--- src/hdl/sound_register_translator_macros.svh ---
// Assertion macros shared by the sound register translator RTL.
// Included by the files that carry concurrent assertions; needs a clock and reset in scope.
`ifndef SOUND_REGISTER_TRANSLATOR_MACROS_SVH
`define SOUND_REGISTER_TRANSLATOR_MACROS_SVH

// Same-cycle implication, checked at every rising clock edge outside reset.
`define SRT_ASSERT_IMP(lbl, ante, cons) \
   lbl: assert property (@(posedge clock) disable iff (reset) (ante) |-> (cons)) \
      else $error("srt: implication check failed");

// Next-cycle implication, checked at every rising clock edge outside reset.
`define SRT_ASSERT_NEXT(lbl, ante, cons) \
   lbl: assert property (@(posedge clock) disable iff (reset) (ante) |=> (cons)) \
      else $error("srt: next-cycle check failed");

`endif

--- src/hdl/srt_pkg.sv ---
// Shared types, constants and helper functions of the sound register translator.
// No dependencies; every other file but the assertion macro header imports this package.
package srt_pkg;

   localparam int ADDR_W     = 8;
   localparam int MEM_DEPTH  = 32;
   localparam int MEM_AW     = 5;
   localparam int CLK_W      = 24;
   localparam int CSR_IDX_W  = 4;
   localparam int DIV_W      = 24;
   localparam int DVS_W      = 20;
   localparam int FREQ_W     = 13;
   localparam int RATE_W     = 15;
   localparam int DIV_CNT_W  = 5;
   localparam int FINE_PROD_W = 29;
   localparam int FINE_SHIFT  = 24;

   localparam logic [CSR_IDX_W-1:0] REG_TONE_CLOCK  = CSR_IDX_W'(0);
   localparam logic [CSR_IDX_W-1:0] REG_NOISE_CLOCK = CSR_IDX_W'(1);

   localparam logic [CLK_W-1:0] CLOCK_RESET  = 24'd1773400;
   // fine*100/822 is fine times 100*ceil(2^24/822), shifted right by 24.
   // The rounding error stays below one step for every 8-bit fine value.
   localparam logic [20:0] FINE_RECIP = 21'd2041100;
   localparam logic [FREQ_W-1:0] FREQ_OFFSET = 13'd31;

   localparam logic [ADDR_W-1:0] ADDR_FINE_LO  = 8'd8;
   localparam logic [ADDR_W-1:0] ADDR_FINE_HI  = 8'd13;
   localparam logic [ADDR_W-1:0] ADDR_OCT_LO   = 8'd16;
   localparam logic [ADDR_W-1:0] ADDR_OCT_HI   = 8'd18;
   localparam logic [ADDR_W-1:0] ADDR_VOL_END  = 8'd6;
   localparam logic [ADDR_W-1:0] ADDR_NOISE    = 8'h16;
   localparam logic [ADDR_W-1:0] ADDR_TONE_EN  = 8'd20;
   localparam logic [ADDR_W-1:0] ADDR_NOISE_EN = 8'd21;

   localparam logic [3:0] TREG_NOISE = 4'd6;
   localparam logic [3:0] TREG_MIXER = 4'd7;
   localparam logic [3:0] TREG_VOL   = 4'd8;

   typedef enum logic [1:0] {
      DIV_TONE,
      DIV_NOISE
   } div_sel_type;

   typedef enum logic [2:0] {
      EMIT_VOL,
      EMIT_TLO,
      EMIT_THI,
      EMIT_NOISE,
      EMIT_MIX
   } emit_sel_type;

   typedef struct packed {
      logic              load;
      logic              rd_en;
      logic [MEM_AW-1:0] rd_addr;
      logic              cap_fine;
      logic              cap_oct;
      logic              cap_code;
      logic              cap_tones;
      logic              div_start;
      div_sel_type       div_sel;
      logic              set_freq;
      logic              emit;
      emit_sel_type      emit_sel;
      logic [2:0]        chan;
      logic              chip;
      logic              last;
   } cmd_type;

   typedef struct packed {
      logic [ADDR_W-1:0] addr;
      logic [7:0]        rdata;
      logic              div_busy;
      logic              div_done;
      logic              can_emit;
   } status_type;

   // Channel or address number modulo three, for values below eight.
   function automatic logic [1:0] mod3(input logic [2:0] x);
      logic [1:0] r;
      unique case (x)
         3'd0, 3'd3, 3'd6: r = 2'd0;
         3'd1, 3'd4, 3'd7: r = 2'd1;
         default:          r = 2'd2;
      endcase
      return r;
   endfunction

   // Fixed noise rates for codes 0 to 2; code 3 takes a tone frequency instead.
   function automatic logic [RATE_W-1:0] noise_rate(input logic [1:0] code);
      logic [RATE_W-1:0] r;
      unique case (code)
         2'd0:    r = 15'd31300;
         2'd1:    r = 15'd15600;
         2'd2:    r = 15'd7600;
         default: r = '0;
      endcase
      return r;
   endfunction

endpackage

--- src/hdl/srt_req_if.sv ---
// Input channel of the sound register translator: one bus write per item.
// Depends on srt_pkg.
interface srt_req_if import srt_pkg::*; ();
   logic       valid;
   logic       ready;
   logic       kind;
   logic [7:0] bus_byte;

   modport source (output valid, kind, bus_byte, input ready);
   modport sink (input valid, kind, bus_byte, output ready);
endinterface

--- src/hdl/srt_rsp_if.sv ---
// Result channel of the sound register translator: one target chip write per item.
// Depends on srt_pkg.
interface srt_rsp_if import srt_pkg::*; ();
   logic       valid;
   logic       ready;
   logic       target_chip;
   logic [3:0] target_register;
   logic [7:0] target_value;
   logic       last_of_run;

   modport source (output valid, target_chip, target_register, target_value, last_of_run,
                   input ready);
   modport sink (input valid, target_chip, target_register, target_value, last_of_run,
                 output ready);
endinterface

--- src/hdl/srt_csr_if.sv ---
// Configuration write channel of the sound register translator.
// Depends on srt_pkg for the index width.
interface srt_csr_if import srt_pkg::*; ();
   logic                 valid;
   logic                 ready;
   logic [CSR_IDX_W-1:0] index;
   logic [CLK_W-1:0]     data;

   modport source (output valid, index, data, input ready);
   modport sink (input valid, index, data, output ready);
endinterface

--- src/hdl/srt_div.sv ---
// Restoring divider, one quotient bit per cycle, for tone and noise divisors.
// Depends on srt_pkg.
module srt_div import srt_pkg::*; (
   input  logic             clock,
   input  logic             reset,
   input  logic             start,
   input  logic [DIV_W-1:0] dividend,
   input  logic [DVS_W-1:0] divisor,
   output logic [DIV_W-1:0] quotient,
   output logic             busy,
   output logic             done
);

   logic [DIV_W-1:0]     quo_ff, quo_in;
   logic [DVS_W-1:0]     rem_ff, rem_in;
   logic [DVS_W-1:0]     dvs_ff, dvs_in;
   logic [DIV_CNT_W-1:0] cnt_ff, cnt_in;
   logic                 busy_ff, busy_in;
   logic                 done_ff, done_in;
   logic [DVS_W:0]       trial;
   logic [DVS_W+1:0]     diff;
   logic                 ge;

   assign trial = {rem_ff, quo_ff[DIV_W-1]};
   assign diff  = {1'b0, trial} - {2'b00, dvs_ff};
   assign ge    = ~diff[DVS_W+1];

   always_comb begin
      quo_in  = quo_ff;
      rem_in  = rem_ff;
      dvs_in  = dvs_ff;
      cnt_in  = cnt_ff;
      busy_in = busy_ff;
      done_in = 1'b0;
      if (start) begin
         quo_in  = dividend;
         rem_in  = '0;
         dvs_in  = divisor;
         cnt_in  = '0;
         busy_in = 1'b1;
      end else if (busy_ff) begin
         rem_in = ge ? diff[DVS_W-1:0] : trial[DVS_W-1:0];
         quo_in = {quo_ff[DIV_W-2:0], ge};
         cnt_in = cnt_ff + 1'b1;
         if (cnt_ff == DIV_CNT_W'(DIV_W - 1)) begin
            busy_in = 1'b0;
            done_in = 1'b1;
         end
      end
   end

   always_ff @(posedge clock) begin
      quo_ff <= quo_in;
      rem_ff <= rem_in;
      dvs_ff <= dvs_in;
      cnt_ff <= cnt_in;
      if (reset) begin
         busy_ff <= 1'b0;
         done_ff <= 1'b0;
      end else begin
         busy_ff <= busy_in;
         done_ff <= done_in;
      end
   end

   assign quotient = quo_ff;
   assign busy     = busy_ff;
   assign done     = done_ff;

endmodule

--- src/hdl/srt_datapath.sv ---
// Datapath: register file, clock registers, divider, operand registers and result register.
// Depends on srt_pkg, srt_rsp_if, srt_csr_if and srt_div.
module srt_datapath import srt_pkg::*; (
   input  logic       clock,
   input  logic       reset,
   input  logic       req_kind,
   input  logic [7:0] req_bus_byte,
   srt_rsp_if.source  rsp,
   srt_csr_if.sink    csr,
   input  cmd_type    cmd,
   output status_type st
);

   logic [7:0]          mem_ff [MEM_DEPTH];
   logic [MEM_DEPTH-1:0] valid_ff;
   logic [7:0]          rdata_ff;
   logic [ADDR_W-1:0]   addr_ff;
   logic [7:0]          byte_ff;
   logic [CLK_W-1:0]    tone_clock_ff;
   logic [CLK_W-1:0]    noise_clock_ff;
   logic [7:0]          fine_ff;
   logic [2:0]          oct_ff;
   logic [1:0]          code_ff;
   logic [7:0]          tones_ff;
   logic [FREQ_W-1:0]   freq_ff;
   logic                rsp_valid_ff;
   logic                chip_ff;
   logic [3:0]          reg_ff;
   logic [7:0]          value_ff;
   logic                last_ff;

   logic [DIV_W-1:0]    dividend;
   logic [DVS_W-1:0]    divisor;
   logic [DIV_W-1:0]    quotient;
   logic                div_busy;
   logic                div_done;
   logic [RATE_W-1:0]   rate;
   logic                can_emit;
   logic [3:0]          reg_in;
   logic [7:0]          value_in;
   logic [2:0]          tmask;
   logic [2:0]          nmask;
   logic [FINE_PROD_W-1:0] fine_prod;

   srt_div u_div (
      .clock    (clock),
      .reset    (reset),
      .start    (cmd.div_start),
      .dividend (dividend),
      .divisor  (divisor),
      .quotient (quotient),
      .busy     (div_busy),
      .done     (div_done)
   );

   assign csr.ready = 1'b1;

   always_ff @(posedge clock) begin
      if (reset) begin
         tone_clock_ff  <= CLOCK_RESET;
         noise_clock_ff <= CLOCK_RESET;
      end else if (csr.valid) begin
         if (csr.index == REG_TONE_CLOCK) begin
            tone_clock_ff <= csr.data;
         end
         if (csr.index == REG_NOISE_CLOCK) begin
            noise_clock_ff <= csr.data;
         end
      end
   end

   // Register file: entries never written since reset read as zero.
   always_ff @(posedge clock) begin
      if (cmd.load && req_kind) begin
         mem_ff[addr_ff[MEM_AW-1:0]] <= req_bus_byte;
      end
      if (cmd.rd_en) begin
         rdata_ff <= valid_ff[cmd.rd_addr] ? mem_ff[cmd.rd_addr] : 8'd0;
      end
   end

   always_ff @(posedge clock) begin
      if (reset) begin
         valid_ff <= '0;
         addr_ff  <= '0;
      end else if (cmd.load) begin
         if (req_kind) begin
            valid_ff[addr_ff[MEM_AW-1:0]] <= 1'b1;
         end else begin
            addr_ff <= req_bus_byte;
         end
      end
   end

   assign fine_prod = FINE_PROD_W'(fine_ff) * FINE_PROD_W'(FINE_RECIP);

   always_ff @(posedge clock) begin
      if (cmd.load) begin
         byte_ff <= req_bus_byte;
      end
      if (cmd.cap_fine) begin
         fine_ff <= rdata_ff;
      end
      if (cmd.cap_oct) begin
         oct_ff <= cmd.chan[0] ? rdata_ff[6:4] : rdata_ff[2:0];
      end
      if (cmd.cap_code) begin
         code_ff <= cmd.chip ? rdata_ff[5:4] : rdata_ff[1:0];
      end
      if (cmd.cap_tones) begin
         tones_ff <= rdata_ff;
      end
      if (cmd.set_freq) begin
         freq_ff <= (FREQ_W'(fine_prod[FINE_PROD_W-1:FINE_SHIFT]) + FREQ_OFFSET) << oct_ff;
      end
   end

   assign rate = (code_ff == 2'd3) ? RATE_W'(freq_ff) : noise_rate(code_ff);

   always_comb begin
      unique case (cmd.div_sel)
         DIV_TONE: begin
            dividend = tone_clock_ff;
            divisor  = DVS_W'(freq_ff) << 4;
         end
         DIV_NOISE: begin
            dividend = noise_clock_ff;
            divisor  = DVS_W'(rate) << 4;
         end
         default: begin
            dividend = tone_clock_ff;
            divisor  = DVS_W'(freq_ff) << 4;
         end
      endcase
   end

   assign tmask = cmd.chip ? tones_ff[5:3] : tones_ff[2:0];
   assign nmask = cmd.chip ? rdata_ff[5:3] : rdata_ff[2:0];

   always_comb begin
      unique case (cmd.emit_sel)
         EMIT_VOL: begin
            reg_in   = TREG_VOL + 4'(mod3(addr_ff[2:0]));
            value_in = {4'd0, byte_ff[7:4] | byte_ff[3:0]};
         end
         EMIT_TLO: begin
            reg_in   = {1'b0, mod3(cmd.chan), 1'b0};
            value_in = quotient[7:0];
         end
         EMIT_THI: begin
            reg_in   = {1'b0, mod3(cmd.chan), 1'b1};
            value_in = {4'd0, quotient[11:8]};
         end
         EMIT_NOISE: begin
            reg_in   = TREG_NOISE;
            value_in = {3'd0, quotient[4:0]};
         end
         EMIT_MIX: begin
            reg_in   = TREG_MIXER;
            // Noise on the first channel of a chip forces bit 0 high.
            value_in = {2'b11, ~nmask, ~tmask[2:1], ~tmask[0] | nmask[0]};
         end
         default: begin
            reg_in   = TREG_MIXER;
            value_in = 8'hFF;
         end
      endcase
   end

   assign can_emit = ~rsp_valid_ff | rsp.ready;

   always_ff @(posedge clock) begin
      if (reset) begin
         rsp_valid_ff <= 1'b0;
      end else if (cmd.emit) begin
         rsp_valid_ff <= 1'b1;
      end else if (rsp.ready) begin
         rsp_valid_ff <= 1'b0;
      end
      if (cmd.emit) begin
         chip_ff  <= cmd.chip;
         reg_ff   <= reg_in;
         value_ff <= value_in;
         last_ff  <= cmd.last;
      end
   end

   assign rsp.valid           = rsp_valid_ff;
   assign rsp.target_chip     = chip_ff;
   assign rsp.target_register = reg_ff;
   assign rsp.target_value    = value_ff;
   assign rsp.last_of_run     = last_ff;

   assign st.addr     = addr_ff;
   assign st.rdata    = rdata_ff;
   assign st.div_busy = div_busy;
   assign st.div_done = div_done;
   assign st.can_emit = can_emit;

endmodule

--- src/hdl/srt_ctrl.sv ---
// Controller: loads each accepted bus write, decodes data writes and sequences reads, divisions and result writes.
// Depends on srt_pkg and the assertion macro header.
`include "sound_register_translator_macros.svh"

module srt_ctrl import srt_pkg::*; (
   input  logic       clock,
   input  logic       reset,
   input  logic       req_valid,
   input  logic       req_kind,
   output logic       req_ready,
   input  status_type st,
   output cmd_type    cmd
);

   localparam logic [4:0] S_IDLE    = 5'd0;
   localparam logic [4:0] S_DECODE  = 5'd1;
   localparam logic [4:0] S_VOL     = 5'd2;
   localparam logic [4:0] S_T_RDF   = 5'd3;
   localparam logic [4:0] S_T_RDO   = 5'd4;
   localparam logic [4:0] S_T_OCT   = 5'd5;
   localparam logic [4:0] S_T_FREQ  = 5'd6;
   localparam logic [4:0] S_T_DIVT  = 5'd7;
   localparam logic [4:0] S_T_WAITT = 5'd8;
   localparam logic [4:0] S_T_LO    = 5'd9;
   localparam logic [4:0] S_T_HI    = 5'd10;
   localparam logic [4:0] S_N_RD    = 5'd11;
   localparam logic [4:0] S_N_CODE  = 5'd12;
   localparam logic [4:0] S_N_DIV   = 5'd13;
   localparam logic [4:0] S_N_WAIT  = 5'd14;
   localparam logic [4:0] S_N_EMIT  = 5'd15;
   localparam logic [4:0] S_M_RDT   = 5'd16;
   localparam logic [4:0] S_M_RDN   = 5'd17;
   localparam logic [4:0] S_M_EM0   = 5'd18;
   localparam logic [4:0] S_M_EM1   = 5'd19;

   logic [4:0] state_ff, state_in;
   logic [2:0] chan_ff, chan_in;
   logic       gen_ff, gen_in;
   logic       pair_ff, pair_in;
   logic       noise_ff, noise_in;
   logic [1:0] code_now;
   logic [ADDR_W-1:0] a;

   assign a        = st.addr;
   assign code_now = gen_ff ? st.rdata[5:4] : st.rdata[1:0];

   always_comb begin
      state_in  = state_ff;
      chan_in   = chan_ff;
      gen_in    = gen_ff;
      pair_in   = pair_ff;
      noise_in  = noise_ff;
      req_ready = 1'b0;
      cmd       = '0;
      cmd.div_sel  = DIV_TONE;
      cmd.emit_sel = EMIT_VOL;
      cmd.chan     = chan_ff;
      cmd.chip     = (chan_ff >= 3'd3);
      unique case (state_ff)
         S_IDLE: begin
            req_ready = 1'b1;
            if (req_valid) begin
               cmd.load = 1'b1;
               if (req_kind) begin
                  state_in = S_DECODE;
               end
            end
         end
         S_DECODE: begin
            priority if (a < ADDR_VOL_END) begin
               state_in = S_VOL;
            end else if (a >= ADDR_FINE_LO && a <= ADDR_FINE_HI) begin
               chan_in  = a[2:0];
               pair_in  = 1'b0;
               noise_in = 1'b0;
               state_in = S_T_RDF;
            end else if (a >= ADDR_OCT_LO && a <= ADDR_OCT_HI) begin
               chan_in  = {a[1:0], 1'b0};
               pair_in  = 1'b1;
               noise_in = 1'b0;
               state_in = S_T_RDF;
            end else if (a == ADDR_NOISE) begin
               gen_in   = 1'b0;
               state_in = S_N_RD;
            end else if (a == ADDR_TONE_EN || a == ADDR_NOISE_EN) begin
               state_in = S_M_RDT;
            end else begin
               state_in = S_IDLE;
            end
         end
         S_VOL: begin
            cmd.chip = (a >= 8'd3);
            if (st.can_emit) begin
               cmd.emit = 1'b1;
               cmd.last = 1'b1;
               state_in = S_IDLE;
            end
         end
         S_T_RDF: begin
            cmd.rd_en   = 1'b1;
            cmd.rd_addr = ADDR_FINE_LO[MEM_AW-1:0] + MEM_AW'(chan_ff);
            state_in    = S_T_RDO;
         end
         S_T_RDO: begin
            cmd.cap_fine = 1'b1;
            cmd.rd_en    = 1'b1;
            cmd.rd_addr  = ADDR_OCT_LO[MEM_AW-1:0] + MEM_AW'(chan_ff[2:1]);
            state_in     = S_T_OCT;
         end
         S_T_OCT: begin
            cmd.cap_oct = 1'b1;
            state_in    = S_T_FREQ;
         end
         S_T_FREQ: begin
            cmd.set_freq = 1'b1;
            state_in     = noise_ff ? S_N_DIV : S_T_DIVT;
         end
         S_T_DIVT: begin
            cmd.div_start = 1'b1;
            cmd.div_sel   = DIV_TONE;
            state_in      = S_T_WAITT;
         end
         S_T_WAITT: begin
            if (st.div_done) begin
               state_in = S_T_LO;
            end
         end
         S_T_LO: begin
            cmd.emit_sel = EMIT_TLO;
            if (st.can_emit) begin
               cmd.emit = 1'b1;
               state_in = S_T_HI;
            end
         end
         S_T_HI: begin
            cmd.emit_sel = EMIT_THI;
            if (st.can_emit) begin
               cmd.emit = 1'b1;
               cmd.last = ~pair_ff;
               if (pair_ff) begin
                  chan_in  = chan_ff + 3'd1;
                  pair_in  = 1'b0;
                  state_in = S_T_RDF;
               end else begin
                  state_in = S_IDLE;
               end
            end
         end
         S_N_RD: begin
            cmd.rd_en   = 1'b1;
            cmd.rd_addr = ADDR_NOISE[MEM_AW-1:0];
            state_in    = S_N_CODE;
         end
         S_N_CODE: begin
            cmd.cap_code = 1'b1;
            cmd.chip     = gen_ff;
            // Code three borrows the tone frequency of the chip's first channel.
            if (code_now == 2'd3) begin
               chan_in  = gen_ff ? 3'd3 : 3'd0;
               noise_in = 1'b1;
               state_in = S_T_RDF;
            end else begin
               state_in = S_N_DIV;
            end
         end
         S_N_DIV: begin
            cmd.div_start = 1'b1;
            cmd.div_sel   = DIV_NOISE;
            state_in      = S_N_WAIT;
         end
         S_N_WAIT: begin
            if (st.div_done) begin
               state_in = S_N_EMIT;
            end
         end
         S_N_EMIT: begin
            cmd.emit_sel = EMIT_NOISE;
            cmd.chip     = gen_ff;
            if (st.can_emit) begin
               cmd.emit = 1'b1;
               cmd.last = gen_ff;
               if (gen_ff) begin
                  state_in = S_IDLE;
               end else begin
                  gen_in   = 1'b1;
                  state_in = S_N_RD;
               end
            end
         end
         S_M_RDT: begin
            cmd.rd_en   = 1'b1;
            cmd.rd_addr = ADDR_TONE_EN[MEM_AW-1:0];
            state_in    = S_M_RDN;
         end
         S_M_RDN: begin
            cmd.cap_tones = 1'b1;
            cmd.rd_en     = 1'b1;
            cmd.rd_addr   = ADDR_NOISE_EN[MEM_AW-1:0];
            state_in      = S_M_EM0;
         end
         S_M_EM0: begin
            cmd.emit_sel = EMIT_MIX;
            cmd.chip     = 1'b0;
            if (st.can_emit) begin
               cmd.emit = 1'b1;
               state_in = S_M_EM1;
            end
         end
         S_M_EM1: begin
            cmd.emit_sel = EMIT_MIX;
            cmd.chip     = 1'b1;
            if (st.can_emit) begin
               cmd.emit = 1'b1;
               cmd.last = 1'b1;
               state_in = S_IDLE;
            end
         end
         default: begin
            state_in = S_IDLE;
         end
      endcase
   end

   always_ff @(posedge clock) begin
      if (reset) begin
         state_ff <= S_IDLE;
         chan_ff  <= '0;
         gen_ff   <= 1'b0;
         pair_ff  <= 1'b0;
         noise_ff <= 1'b0;
      end else begin
         state_ff <= state_in;
         chan_ff  <= chan_in;
         gen_ff   <= gen_in;
         pair_ff  <= pair_in;
         noise_ff <= noise_in;
      end
   end

   `SRT_ASSERT_IMP(a_emit_has_room, cmd.emit, st.can_emit)
   `SRT_ASSERT_IMP(a_div_start_idle, cmd.div_start, !st.div_busy)
   `SRT_ASSERT_NEXT(a_select_returns, state_ff == S_IDLE && req_valid && !req_kind,
                    state_ff == S_IDLE)
   `SRT_ASSERT_NEXT(a_last_ends_run, cmd.emit && cmd.last, state_ff == S_IDLE)

endmodule

--- src/hdl/sound_register_translator.sv ---
// Sound register translator: mirrors writes to a six-channel sound register file
// onto register writes for two three-channel tone chips.
// Channels: req takes bus writes (kind 0 selects an address, kind 1 writes data);
// rsp returns target chip writes, last_of_run marking the final one of a data write;
// csr writes tone_clock (index 0) and noise_clock (index 1), always ready.
// Sequencing: an address select leaves the sequencer idle, so selects can follow back to
// back. A volume write passes through the decode and volume states before its result is
// registered. A tone channel retune costs one division for its two results; an octave
// write retunes two channels; a noise write costs one division per generator, plus a
// frequency computation for each generator that follows a tone frequency. The shared
// one-bit-per-cycle divider serves tone and noise writes; one item is in work at a time.
// Reset: clock registers return to 1773400, the selected address and all 32 register
// file entries read as zero; no clearing pass is needed.
// A stalled receiver holds the pending result in the output register; the sequencer
// waits before writing the next one, and no item is accepted until the run ends.
module sound_register_translator import srt_pkg::*; (
   input  logic      clock,
   input  logic      reset,
   srt_req_if.sink   req,
   srt_rsp_if.source rsp,
   srt_csr_if.sink   csr
);

   cmd_type    cmd;
   status_type st;

   srt_ctrl u_ctrl (
      .clock     (clock),
      .reset     (reset),
      .req_valid (req.valid),
      .req_kind  (req.kind),
      .req_ready (req.ready),
      .st        (st),
      .cmd       (cmd)
   );

   srt_datapath u_datapath (
      .clock        (clock),
      .reset        (reset),
      .req_kind     (req.kind),
      .req_bus_byte (req.bus_byte),
      .rsp          (rsp),
      .csr          (csr),
      .cmd          (cmd),
      .st           (st)
   );

endmodule
--- src/flat_wrapper.sv ---
// flat-port wrapper written by rule: the top's interface ports become plain ports
module sound_register_translator_flat import srt_pkg::*;
  (clock, reset, req_valid, req_kind, req_bus_byte, req_ready, rsp_valid, rsp_target_chip, rsp_target_register, rsp_target_value, rsp_last_of_run, rsp_ready, csr_valid, csr_index, csr_data, csr_ready);
  srt_req_if req_i ();
  srt_rsp_if rsp_i ();
  srt_csr_if csr_i ();
  input  logic clock;
  input  logic reset;
  input wire logic [$bits(req_i.valid)-1:0] req_valid;
  input wire logic [$bits(req_i.kind)-1:0] req_kind;
  input wire logic [$bits(req_i.bus_byte)-1:0] req_bus_byte;
  output wire logic [$bits(req_i.ready)-1:0] req_ready;
  output wire logic [$bits(rsp_i.valid)-1:0] rsp_valid;
  output wire logic [$bits(rsp_i.target_chip)-1:0] rsp_target_chip;
  output wire logic [$bits(rsp_i.target_register)-1:0] rsp_target_register;
  output wire logic [$bits(rsp_i.target_value)-1:0] rsp_target_value;
  output wire logic [$bits(rsp_i.last_of_run)-1:0] rsp_last_of_run;
  input wire logic [$bits(rsp_i.ready)-1:0] rsp_ready;
  input wire logic [$bits(csr_i.valid)-1:0] csr_valid;
  input wire logic [$bits(csr_i.index)-1:0] csr_index;
  input wire logic [$bits(csr_i.data)-1:0] csr_data;
  output wire logic [$bits(csr_i.ready)-1:0] csr_ready;
  assign req_i.valid = req_valid;
  assign req_i.kind = req_kind;
  assign req_i.bus_byte = req_bus_byte;
  assign req_ready = req_i.ready;
  assign rsp_valid = rsp_i.valid;
  assign rsp_target_chip = rsp_i.target_chip;
  assign rsp_target_register = rsp_i.target_register;
  assign rsp_target_value = rsp_i.target_value;
  assign rsp_last_of_run = rsp_i.last_of_run;
  assign rsp_i.ready = rsp_ready;
  assign csr_i.valid = csr_valid;
  assign csr_i.index = csr_index;
  assign csr_i.data = csr_data;
  assign csr_ready = csr_i.ready;
  sound_register_translator u_core (.clock(clock), .reset(reset), .req(req_i), .rsp(rsp_i), .csr(csr_i));
endmodule
--- config.mk ---
export PLATFORM = sky130hd
export DESIGN_NAME = sound_register_translator_flat
export DESIGN_NICKNAME = d
export VERILOG_FILES = /design/src/hdl/srt_pkg.sv /design/src/hdl/srt_req_if.sv /design/src/hdl/srt_rsp_if.sv /design/src/hdl/srt_csr_if.sv /design/src/hdl/srt_div.sv /design/src/hdl/srt_datapath.sv /design/src/hdl/srt_ctrl.sv /design/src/hdl/sound_register_translator.sv /design/src/flat_wrapper.sv
export VERILOG_INCLUDE_DIRS = /design/src /design/src/hdl
export SDC_FILE = /design/constraint.sdc
export NUM_CORES = 1
export LEC_CHECK = 0
export ABC_AREA = 1
export BUFFER_PORTS_ARGS = -buffer_cell sky130_fd_sc_hd__buf_2
export CAP_MARGIN = 5
export CELL_PAD_IN_SITES_DETAIL_PLACEMENT = 0
export CELL_PAD_IN_SITES_GLOBAL_PLACEMENT = 2
export CORE_MARGIN = 10
export CORE_UTILIZATION = 40
export DETAILED_ROUTE_END_ITERATION = 7
export GPL_TIMING_DRIVEN = 0
export PLACE_DENSITY_LB_ADDON = 0.2
export REMOVE_ABC_BUFFERS = 1
export SLEW_MARGIN = 30
export SYNTH_ARGS = -nofsm -noshare
export SYNTH_HDL_FRONTEND = slang
export SYNTH_HIERARCHICAL = 1
export SYNTH_SLANG_ARGS = --single-unit
--- constraint.sdc ---
create_clock -name clock -period 5.6 [get_ports clock]
set_input_delay 1.12 -clock clock [delete_from_list [all_inputs] [get_ports clock]]
set_output_delay 1.12 -clock clock [all_outputs]
set_load 0.02 [all_outputs]
# After elaboration in Yosys (flattened, before gate mapping)
# Memories as Yosys holds them, arrays and structs flattened. A register that Yosys moved wholly into a read port is not among the register bits.
# Index checks and enable logic that the tools add are counted.
[word_totals] mem_count=1 out_inout_bits=17 ram_bits=256 input_bits=42 register_bits=225
[op_classes] magnitude_cmp=10 eq_ne=59 addsub=7 reduce_logical=37 bitwise=13 n_mul=1 n_shift=1 mux=89
[memory_table] memory="u_core.u_datapath.mem_ff" depth=32 width=8 rd=1 rd_clocked_by_memory_dff=1 write_ports=1 line_no="srt_datapath.sv:14" text="logic [7:0] mem_ff [MEM_DEPTH];"
[op_table] op="$pmux W5 S19" count=1
[op_table] op="$mux W24" count=3
[op_table] op="$mux W5" count=14
[op_table] op="$pmux W15 S3" count=1
[op_table] op="$eq A5 B4 Y1 const B" count=8
[op_table] op="$pmux W8 S5" count=1
[op_table] op="$mux W1" count=35
[op_table] op="$or A32 B32 Y32" count=1
[op_table] op="$pmux W6 S5" count=1
[op_table] op="$ne A2 B2 Y1 const B" count=14
[op_table] op="$mul A8 B19 Y27 const B" count=1
[op_table] op="$mux W3" count=9
[op_table] op="$eq A5 B5 Y1 const B" count=5
[op_table] op="$eq A8 B5 Y1 const B" count=3
[op_table] op="$sub A21 B20 Y22" count=1
[op_table] op="$eq A3 B3 Y1 const B" count=7
[op_table] op="$eq A5 B3 Y1 const B" count=4
[op_table] op="$mux W20" count=1
[op_table] op="$mux W17" count=1
[op_table] op="$pmux W4 S4" count=1
[op_table] op="$reduce_or A3 Y1" count=5
[op_table] op="$mux W13" count=1
[op_table] op="$shl A6 B3 Y13" count=1
[op_table] op="$eq A3 B2 Y1 const B" count=4
[op_table] op="other kinds (54)" count=94

# Longest topological paths before layout
# Gate-level depths: netlist of the first run.
[depth] depth_word=8 depth_mapped=24 depth_no_buf=24

# Modules after synthesis
# The synthesis of the first run kept the hierarchy.
[by_module_without_submodules] module="srt_datapath" area_per_inst_um2=19092.1 cells_each=1900 instances=1
[by_module_without_submodules] module="srt_div" area_per_inst_um2=4339.2 cells_each=598 instances=1
[by_module_without_submodules] module="srt_ctrl" area_per_inst_um2=1360.1 cells_each=244 instances=1

# Worst setup path before layout of the first run
# OpenSTA, ideal clock, no wires.
[synth_path] path_type="register -> register" startpoint="register u_core.u_datapath.fine_ff[6]" endpoint="register u_core.u_datapath.freq_ff[4], data pin" t_arrival_ns=4.319 setup_time_ns=0.254 stages_incl_launch_ff=22 path_slack_ns=1.027 required_ns=5.346 cell_sequence="edfxtp_1 -> fa_1 -> inv_1 -> fa_1 -> fa_1 -> inv_1 -> ha_1 -> ha_1 -> nand2_2 -> inv_1 -> a21oi_1 -> nand2_1 -> nor2_1 -> nand2_1 -> nand2_1 -> nand2_2 -> ha_1 -> xor2_1 -> o21ai_1 -> nand2_1 -> nand3_1 -> nand2_1"
[synth_via] elab_chain_len=3
[synth_lines] element="start, declared" line_no="srt_datapath.sv:21" text="logic [7:0] fine_ff;"
[synth_lines] element="start signal, assigned" line_no="srt_datapath.sv:102" text="fine_ff <= rdata_ff;"
[synth_lines] element="$mul A8 B19 Y27" line_no="srt_datapath.sv:95" text="assign fine_prod = FINE_PROD_W'(fine_ff) * FINE_PROD_W'(FINE_RECIP);"
[synth_lines] element="$add A5 B5 Y6" line_no="srt_datapath.sv:114" text="freq_ff <= (FREQ_W'(fine_prod[FINE_PROD_W-1:FINE_SHIFT]) + FREQ_OFFSET) << oct_ff;"
[synth_lines] element="$shl A6 B3 Y13" line_no="srt_datapath.sv:114"
[synth_lines] element="end signal, assigned" line_no="srt_datapath.sv:114"
[synth_lines] element="end, declared" line_no="srt_datapath.sv:25" text="logic [FREQ_W-1:0] freq_ff;"
# No other way between the ends.
# A chain may end at the register's enable or synchronous reset.

# Worst setup path in the final report of the first run
[layout_path] startpoint="register u_core.u_datapath.fine_ff[6]" endpoint="register u_core.u_datapath.freq_ff[7], data pin"
# The elaborated chain is that of the path after synthesis.

==> results.txt, run 1 <==
In this run the number of H-tree levels came out at 2. The maximum clock frequency came out at 197 MHz. The number of buffers created by CTS was 53; the relative max-transition margin was 35.0%.

IR analysis of the VDD net gives a maximum drop of 0.210 mV. The floorplan step defined a die boundary enclosing 72300 µm². Summing internal, switching and leakage power gives 0.00789 W. Setup violations remaining at the end of the flow were counted as 0. After the first detailed-routing iteration, the DRC count stood at 1333. The final layout contains routed wiring with a total length of 66000 µm. The detailed-route vias per instance is 5.18. The initial cell density of the core is 40.3%. STA puts the critical path data required time at 5.93 ns. The via count of the routed design was 18664; the global placement routability congestion was 0.812. The repair_antennas step left the layout with diodes totalling 0.

The die extent in y is 269 µm. In the synthesized netlist, the number of instances is 2741. The fraction of layout instances using a drive strength above 1 was 9.09%; the clock sink count was 489. The tools report the setup slack at placement as 0.493 ns.

Setup repair after global routing left no endpoint under its margin. The number of buffers inserted by port buffering was 57; the cell area after synthesis was 24800 µm². The boundary pin count came out at 59.

For the worst-skew pair, the clock arrives at the later sink with an insertion delay of 0.62 ns. Including well taps, the total number of placed cells is 3505. Along the worst path, the maximum fanout reaches 8. The run gives 0 as the buffer count from post-CTS setup fixing. At the pin with the least slew margin, the transition time is 0.972 ns.

The count of cells in the finished layout, fillers not included, comes to 3605. The type of the worst min-delay path is register to register. For the number of hold buffers added after cts, the log shows 0. Gates resized during post-CTS repair numbered 0. The root buffer selected by CTS is sky130_fd_sc_hd__clkbuf_16. The logs give 5 for the number of optimization iterations in the first detailed-route pass and 103000 µm for the global-route wire length before repair.

For this design the static power due to leakage is 11.4 nW. The tool flagged a number of max-cap violations equal to 0. The tools report the total global routing track utilization as 18.2%. The flow ran to the end, and the final reports show no timing, DRC or antenna violations. The clock transition at the registers of the reported paths came out at 0.06 ns. The tools report the kind of start point of the critical path as a register.

The worst setup path category was register to register. TritonCTS built the clock tree. The share of the clock period used by the worst path after layout is 90.6%. The HPWL after detailed placement is 44800 µm. After detailed routing, the number of remaining DRC violations is 0.

The max-slew violation count is 0, and the overflow left after global routing is 0. The die extent in x was 269 µm; the via count of the first global-routing pass was 18317. The post-layout minimum cycle time was 5.07 ns. The filler cells instantiated in the layout total 5885. The number of antenna violations at the first check in global routing was 0.

The Yosys step of the flow raised 6 warnings. At the end of the flow, the number of nets in the layout was 2937. The wire length per cell after detailed routing was 18.3 µm.

For the hold violation total from the final report, the log shows 0. The clock passes through at most 3 buffers. The average instance in the mapped netlist occupies 9.04 µm². Entering global routing, the biggest net connects 89 pins. The total power divided by cell area came out at 285 nW/µm². Compared with the post-synthesis result, the final layout area differs by 11.5%. The detail route stage leaves a number of antenna-violating nets equal to 0. Across all setup checks in the final design, the least slack found is 0.527 ns. The number of standard-cell rows in the floorplan was 91; the critical path data arrival time was 5.41 ns. STA classifies the critical path endpoint as a register. The total area inside the core boundary comes to 61500 µm². For the final database, setup skew stands at 0.0373 ns.
## path summary, 6_finish.rpt
path / from / to / slack, ns / cells past startpoint
hold / removal: u_core/u_datapath/tone_clock_ff[13]$_SDFFE_PP0P_ / u_core/u_datapath/tone_clock_ff[13]$_SDFFE_PP0P_ / 0.45 / 2
setup / recovery: u_core/u_datapath/fine_ff[6]$_DFFE_PP_ / u_core/u_datapath/freq_ff[7]$_DFFE_PP_ / 0.53 / 20
hold reg to reg: u_core/u_datapath/tone_clock_ff[13]$_SDFFE_PP0P_ / u_core/u_datapath/tone_clock_ff[13]$_SDFFE_PP0P_ / 0.45 / 2
setup reg to reg: u_core/u_datapath/fine_ff[6]$_DFFE_PP_ / u_core/u_datapath/freq_ff[7]$_DFFE_PP_ / 0.53 / 20
## critical path, stage by stage, from the launching register on
cell                       delay [ns]
sky130_fd_sc_hd__edfxtp_1        0.59
sky130_fd_sc_hd__fa_1            0.65
sky130_fd_sc_hd__inv_1           0.11
sky130_fd_sc_hd__fa_1            0.51
sky130_fd_sc_hd__fa_1            0.54
sky130_fd_sc_hd__inv_1           0.04
sky130_fd_sc_hd__ha_1            0.28
sky130_fd_sc_hd__ha_1            0.35
sky130_fd_sc_hd__nand2_2         0.13
sky130_fd_sc_hd__nor2_1          0.15
sky130_fd_sc_hd__nand2_1         0.08
sky130_fd_sc_hd__nor2_1          0.10
sky130_fd_sc_hd__nand3_1         0.13
sky130_fd_sc_hd__nand3b_1        0.17
sky130_fd_sc_hd__nand2_2         0.11
sky130_fd_sc_hd__ha_1            0.30
sky130_fd_sc_hd__nand2_1         0.05
sky130_fd_sc_hd__o21ai_0         0.18
sky130_fd_sc_hd__nand2_1         0.12
sky130_fd_sc_hd__nand3_1         0.13
sky130_fd_sc_hd__nand2_1         0.06
## power by group
group          switching [W]  internal, W  total, W
clock                0.00143      0.00192   0.00335
combinational       0.000394     0.000156  0.000550
sequential         0.0000454      0.00394   0.00399
## sequential cells by signal (all words and copies together), names as in the netlist, 6 cells and up
name	count
u_core/u_datapath/u_div/dvs_ff	20
u_core/u_datapath/fine_ff	8
u_core/u_datapath/rdata_ff	8
u_core/u_datapath/rsp.target_value	8
u_core/u_datapath/u_div/quotient	24
u_core/u_datapath/tone_clock_ff	24
u_core/u_datapath/addr_ff	8
u_core/u_datapath/u_div/rem_ff	20
u_core/u_datapath/freq_ff	13
u_core/u_datapath/tones_ff	6
u_core/u_datapath/noise_clock_ff	24
u_core/u_datapath/valid_ff	32
u_core/u_datapath/byte_ff	8
u_core/u_datapath/mem_ff	256
## final cells by class
| cell class | instances | area [µm²] | share of cell area, % |
|---|---|---|---|
| flip-flops and latches | 489 | 13400 | 48.5 |
| clock buffers | 79 | 1470 | 5.33 |
| inverters | 310 | 1180 | 4.27 |
| multi-input cells | 1839 | 9830 | 35.6 |
| well taps | 790 | 988 | 3.58 |
| clock inverters | 21 | 199 | 0.720 |
| repair buffers | 77 | 559 | 2.02 |
## metrics by stage
step	TNS, ns	cell area [µm²]	utilization [%]	hold slack, ns
after floorplan	-4.42	24300	-	0.400
after global placement	-46.00	25600	41.6	0.425
after detailed placement	0	26000	42.2	0.441
after CTS	0	27600	44.9	0.450
after global routing	0	27600	45.0	0.466
final	0	27600	45.0	0.446
## cell usage in the layout, fill, tap and decap left out, drive strengths merged, types with 2 or more instances in the layout
cell,instances
nand3b,3
o211ai,12
o21ai,234
clkinv,22
bufinv,2
conb,7
or2,4
xnor2,6
a21oi,60
o21bai,2
o22ai,13
nand4,42
nor3,25
buf,77
fa,28
nand2,624
clkbuf,79
xor2,4
nor2,434
dfxtp,127
inv,306
edfxtp,362
o221ai,59
ha,97
a22oi,2
a31oi,2
nand3,176
## layer usage
metal,share of wire [%],up-vias,global-route usage [%]
met2,47,438,30.2
met4,2.0,0,4.75
met1,46,8909,25.0
met3,4.4,81,2.10
met5,0,-,0
li1,-,9236,-
No activity file was read; power rests on OpenSTA's default activity.
==> run 2, diff against run 1 <==
BUFFER_PORTS_ARGS = default   (was -buffer_cell sky130_fd_sc_hd__buf_2)
DONT_BUFFER_PORTS = 1   (was default)
==> run 2 against run 1 <==
Net effect:
- worst hold slack worse by 0.024 ns
- clock skew is 0.019 ns higher
- non-clock buffer count is 57 lower
- clock power is 6.3% higher
- combinational power is 13% lower
- register-to-register slack worse by 0.03 ns
- largest cell class unchanged
- die area stayed put
- largest power group unchanged
- first-iteration DRC count is 11% lower
- sequential power hardly changed
- worst setup slack worse by 0.033 ns
==> results.txt, run 2 (synthesis results as in run 1) <==
For the global-route wire length before repair, the log shows 104000 µm (+0.13%). The run finished with clean final reports. Cell at the slowest stage of the critical path: sky130_fd_sc_hd__fa_1. For the area occupied by multi-input gates, the log shows 9820 µm² (about the same). Detailed-route vias per instance: 5.21 (+0.63%).

The path class of the tightest hold or removal check is register to register. Boundary pin count: 59 (unchanged). Layout net count: 2881 (-1.9%). The logs give 0 (unchanged) for the number of gates resized after cts and 72300 µm² (unchanged) for the die outline area. The critical path data arrival time was 5.45 ns (+0.04 ns); the hold violation total from the final report was 0 (unchanged).

The logs give 2 (unchanged) for the deepest level of the CTS H-tree and 0 (unchanged) for the number of hold buffers added after cts. The largest driver fanout on the critical path was 8 (unchanged); the reported net switching power was 0.00185 W (-1.1%). The global placement routability congestion was 0.838 (+3.2%). The data required time at the worst endpoint is 5.95 ns (+0.02 ns).

The logs give 0.00619 W (+2.7%) for the cell-internal power and 0 (unchanged) for the overflow left after global routing. The number of buffers inserted by port buffering was 0 (-100%); the maximum number of pins on one net before global-route repair was 115 (+29%). The die extent in x came out at 269 µm (unchanged).

Clock latency reported for the late side of the worst-skew pair: 0.63 ns (about the same). TritonCTS built the clock tree. The clock transition at the registers of the reported paths was 0.06 ns (about the same); the sum of net half-perimeters after detailed placement was 44900 µm (+0.26%). The routed wire length was 66300 µm (+0.44%). Worst setup path category: register to register.

The kind of end point of the critical path was a register. The number of buffers created by CTS is 54 (+1.9%). The max-slew violation count is 0 (unchanged). The leakage power of the design is 11.2 nW (-1.3%). The tools report the utilization after layout as 44.7% (-0.22 points). Initial cell density of the core: 40.3% (unchanged). The critical path goes through fa_1, inv_1, fa_1, fa_1, inv_1, ha_1, ha_1, nand2_2, nor2_1, nand2_1, nor2_1, nand3_1, nand3b_1, nand2_2, ha_1, nand2_1, o21ai_0, nand2_1, nand3_1, nand2_1. The post-route total power is 0.00803 W (+1.8%). The number of filler instances in the final layout is 5970 (+1.4%).

The logs give 6.0% (-1.0 points) for the combinational power share and 13400 µm² (unchanged) for the footprint of the flip-flops and latches. From synthesis to final layout, the design area changed by 11.0%. Leaving out fill and tap cells, the most frequent cells in the layout are 597 x sky130_fd_sc_hd__nand2_1, 399 x sky130_fd_sc_hd__nor2_1, 362 x sky130_fd_sc_hd__edfxtp_1. The number of routed nets with antenna violations is 0 (unchanged), and the combined buffer and inverter count along the critical path is 2 (unchanged). The detailed router's first-iteration violation count was 1191 (-11%). The wire length per cell after detailed routing is 18.7 µm (+2.0%). Worst-case clock buffer depth: 3 (unchanged). The tools report the number of diodes added for antenna fixing as 0 (unchanged). The tools report the root buffer selected by CTS as sky130_fd_sc_hd__clkbuf_16. The tools report the number of standard-cell rows in the floorplan as 91 (unchanged). The largest stage delay on the critical path was 0.66 ns (about the same); the via count of the first global-routing pass was 18106 (-1.2%). For the number of optimization iterations in the first detailed-route pass, the log shows 7 (+2). The library cell used most frequently in the layout, excluding fill and tap cells, is sky130_fd_sc_hd__nand2_1. In this design, the largest share of critical-path delay is due to adder cells. The share of the clock period used by the worst path after layout is 91.2% (+0.58 points), and the area of the placeable core is 61500 µm² (unchanged). Fraction of power consumed by sequential logic: 49.7% (-0.9 points). The clock sink count is 489 (unchanged). The proportion of total power due to net switching is 23.0% (-0.68 points). The worst-case clock skew was 0.0560 ns (+0.0188 ns).

Setup repair after global routing left no endpoint under its margin. The via count of the routed design is 18495 (-0.91%). STA classifies the critical path startpoint as a register. The tools report the total global routing track utilization as 18.3% (+0.14 points).

The clock power share was 44.3% (+1.8 points); the max capacitance violation total was 0 (unchanged). The actual transition at the worst max-transition pin works out to 0.990 ns (+0.0184 ns). Number of flip-flops under the largest register name: 256 (unchanged). The relative max-transition margin was 33.7% (-1.2 points); the number of antenna violations at the first check in global routing was 0 (unchanged). Post-layout minimum cycle time: 5.11 ns (+0.0325 ns).

The number of design rule violations left after detail routing is 0 (unchanged), and the fraction of layout instances using a drive strength above 1 is 7.32% (-1.8 points). The total power divided by cell area is 292 nW/µm² (+2.3%). The most numerous cell type found on the critical path is sky130_fd_sc_hd__nand2_1. For the final number of setup-violating endpoints, the log shows 0 (unchanged).

The buffer count from post-CTS setup fixing was 0 (unchanged). The largest voltage drop on the vdd net was 0.235 mV (+12%); the maximum clock frequency was 196 MHz (-0.64%). Die extent in y: 269 µm (unchanged).
[run 2: cell types whose count changed in the layout (fill, tap and decap cells not counted), sizes merged]
cell    delta
bufinv     +2
buf       -57
inv        -1
clkinv     +1
[run 2: worst register-to-register path: cells and delay by family, from the launching register on]
kind,cells,cell delay (ns)
simple gates,11,1.32
flops,1,0.56
compound gates,1,0.17
fa+ha+maj,6,2.68
buf+inv,2,0.14
[run 2: stage by stage]
step	hold slack, ns	cells	worst slack (ns)	instance area, µm²	TNS (ns)
after floorplan	0.400	2638	-0.553	24300	-4.42
after detailed placement	0.409	3448	0.414	25700	0
after CTS	0.424	3550	0.404	27500	0
final	0.422	3550	0.495	27500	0
after global placement	0.414	3428	-5.81	25300	-46.46
after global routing	0.440	3550	0.0675	27500	0
[run 2: per-layer routing]
metal / vias up / track usage [%] / share of wire (%)
met5: - / 0 / 0
met1: 8863 / 24.4 / 45
met3: 87 / 2.95 / 5.0
li1: 9133 / - / -
met4: 0 / 5.09 / 2.2
met2: 412 / 30.6 / 47
[run 2: final timing paths]
| path | to | startpoint | slack, ns | cells after the start |
|---|---|---|---|---|
| worst max register to register | u_core/u_datapath/freq_ff[7]$_DFFE_PP_ | u_core/u_datapath/fine_ff[5]$_DFFE_PP_ | 0.49 | 20 |
| worst max-delay path | u_core/u_datapath/freq_ff[7]$_DFFE_PP_ | u_core/u_datapath/fine_ff[5]$_DFFE_PP_ | 0.49 | 20 |
| worst min-delay path | u_core/u_datapath/fine_ff[7]$_DFFE_PP_ | u_core/u_datapath/rdata_ff[7]$_SDFFCE_PN0P_ | 0.42 | 0 |
| worst min register to register | u_core/u_datapath/fine_ff[7]$_DFFE_PP_ | u_core/u_datapath/rdata_ff[7]$_SDFFCE_PN0P_ | 0.42 | 0 |
[run 2: area by class of cell]
class	count	share of cell area [%]
well taps	790	3.59
clock buffers	79	5.62
repair buffers	20	1.06
inverters	310	4.29
flip-flops and latches	489	48.8
clock inverters	23	0.964
multi-input cells	1839	35.7
[run 2: power by group through the flow]
stage | clock, W | sequential (W) | combinational [W]
2_1_floorplan | 0 | 0.00405 | 0.000340
3_3_place_gp | 0 | 0.00407 | 0.000468
3_5_place_dp | 0 | 0.00407 | 0.000477
4_1_cts | 0.00365 | 0.00400 | 0.000479
5_1_grt | 0.00380 | 0.00400 | 0.000545
6_report | 0.00356 | 0.00400 | 0.000479
